File: src/rtl/rsa_pkg.sv
// rsa_pkg: shared constants, command codes and controller/datapath bundles
// for the record slot allocator. No dependencies.
package rsa_pkg;

   localparam int SLOTS        = 1024;
   localparam int SLOT_W       = $clog2(SLOTS);
   localparam int COUNT_W      = $clog2(SLOTS + 1);
   localparam int RECORD_WIDTH = 64;
   localparam int CMD_W        = 2;

   // stream word widths, padded to whole bytes
   localparam int REQ_DATA_W = 80;   // slot(10) record_in(64) pad(6)
   localparam int RSP_DATA_W = 88;   // slot_out(10) record_out(64) free_left(11) pad(3)

   localparam logic [CMD_W-1:0] CMD_ADD    = 2'd0;
   localparam logic [CMD_W-1:0] CMD_DELETE = 2'd1;
   localparam logic [CMD_W-1:0] CMD_READ   = 2'd2;
   localparam logic [CMD_W-1:0] CMD_INIT   = 2'd3;

   // controller -> datapath
   typedef struct packed {
      logic accept;      // latch request, launch memory reads
      logic exec;        // apply add/delete/read, load result
      logic sweep_step;  // clear one in-use bit, advance index
      logic sweep_fill;  // also write the free stack on this step
      logic finish;      // load initialize result
   } rsa_ctrl_type;

   // datapath -> controller
   typedef struct packed {
      logic [CMD_W-1:0] cmd;
      logic             sweep_last;
      logic             out_free;
   } rsa_status_type;

endpackage

File: src/rtl/rsa_ctrl.sv
// rsa_ctrl: sequencing state machine of the record slot allocator.
// Depends on rsa_pkg for command codes and the control/status bundles.
module rsa_ctrl (
   input  logic                    clock,
   input  logic                    reset,
   input  logic                    req_tvalid,
   output logic                    req_tready,
   input  rsa_pkg::rsa_status_type status,
   output rsa_pkg::rsa_ctrl_type   ctrl
);

   localparam logic [2:0] ST_CLEAR  = 3'd0;
   localparam logic [2:0] ST_IDLE   = 3'd1;
   localparam logic [2:0] ST_EXEC   = 3'd2;
   localparam logic [2:0] ST_SWEEP  = 3'd3;
   localparam logic [2:0] ST_FINISH = 3'd4;

   logic [2:0] state_ff;
   logic [2:0] state_in;

   always_ff @(posedge clock) begin
      if (reset) begin
         state_ff <= ST_CLEAR;
      end else begin
         state_ff <= state_in;
      end
   end

   assign req_tready = (state_ff == ST_IDLE);

   always_comb begin
      state_in        = state_ff;
      ctrl            = '0;
      unique case (state_ff)
         ST_CLEAR: begin
            ctrl.sweep_step = 1'b1;
            if (status.sweep_last) begin
               state_in = ST_IDLE;
            end
         end
         ST_IDLE: begin
            if (req_tvalid) begin
               ctrl.accept = 1'b1;
               state_in    = ST_EXEC;
            end
         end
         ST_EXEC: begin
            if (status.cmd == rsa_pkg::CMD_INIT) begin
               state_in = ST_SWEEP;
            end else if (status.out_free) begin
               ctrl.exec = 1'b1;
               state_in  = ST_IDLE;
            end
         end
         ST_SWEEP: begin
            ctrl.sweep_step = 1'b1;
            ctrl.sweep_fill = 1'b1;
            if (status.sweep_last) begin
               state_in = ST_FINISH;
            end
         end
         ST_FINISH: begin
            if (status.out_free) begin
               ctrl.finish = 1'b1;
               state_in    = ST_IDLE;
            end
         end
         default: begin
            state_in = ST_CLEAR;
         end
      endcase
   end

endmodule

File: config.mk
export PLATFORM = sky130hd
export DESIGN_NAME = rsa_ctrl
export DESIGN_NICKNAME = d
export VERILOG_FILES = /design/src/rtl/rsa_pkg.sv /design/src/rtl/rsa_ctrl.sv
export SDC_FILE = /design/constraint.sdc
export NUM_CORES = 1
export LEC_CHECK = 0
export BUFFER_PORTS_ARGS = -buffer_cell sky130_fd_sc_hd__buf_4
export CAP_MARGIN = 20
export CORE_AREA = 2 2 39 41
export DETAILED_ROUTE_END_ITERATION = 6
export DIE_AREA = 0 0 41 43
export SYNTH_ARGS = -nofsm -noshare
export SYNTH_HDL_FRONTEND = slang
export SYNTH_SLANG_ARGS = --single-unit
File: constraint.sdc
create_clock -name clock -period 1.15 [get_ports clock]
set_input_delay 0.115 -clock clock [delete_from_list [all_inputs] [get_ports clock]]
set_output_delay 0.115 -clock clock [all_outputs]
set_load 0.05 [all_outputs]
==> run metrics <==
Post-Syn Nets=37; Port Buf Inserts=12; post-synthesis simple-gate area fraction=36.4%; Slew HR=84.9%; Multi-input gate area=195 µm²; crit end category=output pin; Longest Clk Path Bufs=2; crit path from=state_ff[0]; CTS tree=built; CP Launch Type=flip-flop; most common cell after layout, fill and taps aside=buf_4; R2R setup slack=0.08 ns; top cell type's share of synthesized area=25.7%; RSZ-0062 raised after global routing=true; io pins=13; gp weighted congestion=0.723; failing checks=setup timing; Syn Inst Count=30; Clock Latency Late Sink=0.23 ns; drt pass-1 iters=3; largest net degree at the start of global routing=10; Hold Crit Class=primary input to flip-flop; wire per inst=8.92 µm; clock skew=0.00391 ns; non-filler cells, final=66; Initial Util=16.9%; P_sw=183 µW; CTS Sinks=3; core region area=1380 µm²; critical path's slowest cell=dfxtp_2; Final Worst Setup Slack=-0.0782 ns; CTS buffer count=3; DIE AREA=1760 µm²; register area=between 60 and 70 µm²; P per Cell Area=1120 nW/µm²; vias in the first global route=279; first-pass GRT wire length=924 µm; Yosys top cell by area=dfxtp_1; Area contributors post-synth=dfxtp_1, nor2_1, nand2b_4; leakage power=~0.20 nW; Net Sw Frac=34.5%; dpl hpwl=474 µm; GR Overflow Total=0; die height=43 µm; post-layout min period=1.23 ns; Layout area overhead=103%; Fillers=146; top flop regs=state_ff (3); synthesized flop and latch total=3; reg2reg start=state_ff[2]; Yosys warnings=0; Crit Path Class=flip-flop to output pin; Critical Path AT=1.11 ns; Via density=4.33; IR Drop Worst-Case VDD=0.390 mV; Pins Over Slew Limit=0; most frequent cells in the layout=buf_4, buf_6, nor2_1; worst hold slack=0.0652 ns; Req. time, crit path=1.03 ns; clk slew on worst S/H paths=about 0.040 ns; antenna-violating nets left=0; H-tree depth=1; Worst-Margin Slew=0.225 ns; main combinational cell family by area after synthesis=simple AND/OR/NAND/NOR gates; final period utilization=107%; Synth Area in XOR/XNOR=roughly 3.7%; worst setup path end=ctrl[2]; Crit path top cell by count=buf_6; post-synthesis adder-cell area fraction=0%; max incr delay on CP=~0.33 ns; chip width=41 µm; Reg power frac=23.5%; # setup viols final=4; R2R depth=4; Worst Path Max Fanout=4; Comb power frac=between 40% and 50%; compound-cell area share of the yosys netlist=26.2%; final hold vios=0; Max Freq=814 MHz; placed cells=60; layout cell share with drive strength beyond 1=64.0%; Post-Syn Area=234 µm²; initial antenna violation count=0; drt total wl=around 590 µm; Power Total=531 µW; clock root buffer=clkbuf_4; ant diodes=0; max FFs per register=3; internal power=348 µW; Starting DRT DRC Count=2; fin nets=58; num rows=14; FF-to-FF End=state_ff[1]; sequential share of the synthesized area=25.7%; Cell variety after synth=19; DR vias=approximately 290; Cell Chain, Critical Path=buf_6 > xor2_1 > nor2_1 > buf_6; run status=finished, violations left; average size of a mapped cell=~8 µm²; clock share of power=33.8%; GRT Overall Usage=7.92%; Most flops, register=state_ff; max cap viols=0; Residual DRC=0; mux cell area share after synthesis=0%
logic make-up after synthesis:
kind of cell,after synthesis
AND/OR/NAND/NOR,15
AO/OA/AOI/OAI,8
flip-flops,3
buffers and inverters,3
XOR/XNOR,1
metrics by stage:
stage	area, µm²	setup TNS [ns]	setup slack [ns]	util [%]
final	475	-0.208	-0.0782	34.4
after floorplan	249	-0.509	-0.160	-
after global routing	475	-0.422	-0.123	34.4
after CTS	445	-0.274	-0.107	32.2
after detailed placement	370	0	0.0218	26.8
after global placement	370	0	0.0469	26.8
how the worst min path moves through the flow:
stage,from,end,slack [ns],cells after the start
floorplan,reset,state_ff[1],0.18,1
global placement,reset,state_ff[1],0.31,2
detailed placement,reset,state_ff[2],0.31,2
CTS,reset,state_ff[2],0.06,2
global route,reset,state_ff[2],0.06,2
finish,reset,state_ff[2],0.07,2
cell usage after synthesis:
cell      n
buf_6     1
inv_1     2
xor2_1    1
o32a_1    1
nor3b_1   1
nand2b_1  2
nor2b_1   1
a311oi_1  1
nand2b_2  1
a211o_1   1
nor2_1    6
dfxtp_1   3
nand2b_4  1
a21oi_1   2
o211ai_1  1
and3_1    1
a32o_1    1
nand2_1   2
o22ai_1   1
power by group through the flow:
stage          Combinational (mW)  Clock, mW  Sequential [mW]
2_1_floorplan               0.128          0            0.122
3_3_place_gp                0.189          0            0.126
3_5_place_dp                0.188          0            0.126
4_1_cts                     0.218      0.185            0.125
5_1_grt                     0.242      0.195            0.126
6_report                    0.227      0.179            0.125
cell type report:
class / count / share of cell area, %
Tap cell: 16 / 4.21
Sequential cell: 3 / 14.5
Multi-Input combinational cell: 24 / 41.1
Inverter: 2 / 1.58
Clock buffer: 4 / 5.53
Timing Repair Buffer: 17 / 33.2
per-layer routing:
layer | track usage (%) | vias up | share of wire (%)
li1 | - | 148 | -
met1 | 6.73 | 129 | 39
met2 | 13.4 | 7 | 54
met3 | 4.71 | 2 | 6.1
met4 | 4.00 | 0 | 0.68
met5 | 0 | - | 0
what timing repair did:
item,4_1_cts,5_1_grt
setup buffers,1,1
cloned,0,0
resized for setup,13,5
endpoints found under the setup margin,6,6
hold buffers,0,0
pin swaps,1,2
critical path, delay by kind of cell, from the launching register on:
kind	cells	cell delay, ns
AND/OR/NAND/NOR	1	0.12
buffers and inverters	2	0.29
flip-flops	1	0.33
XOR/XNOR	1	0.15
Power figures use the tool's default switching activity.
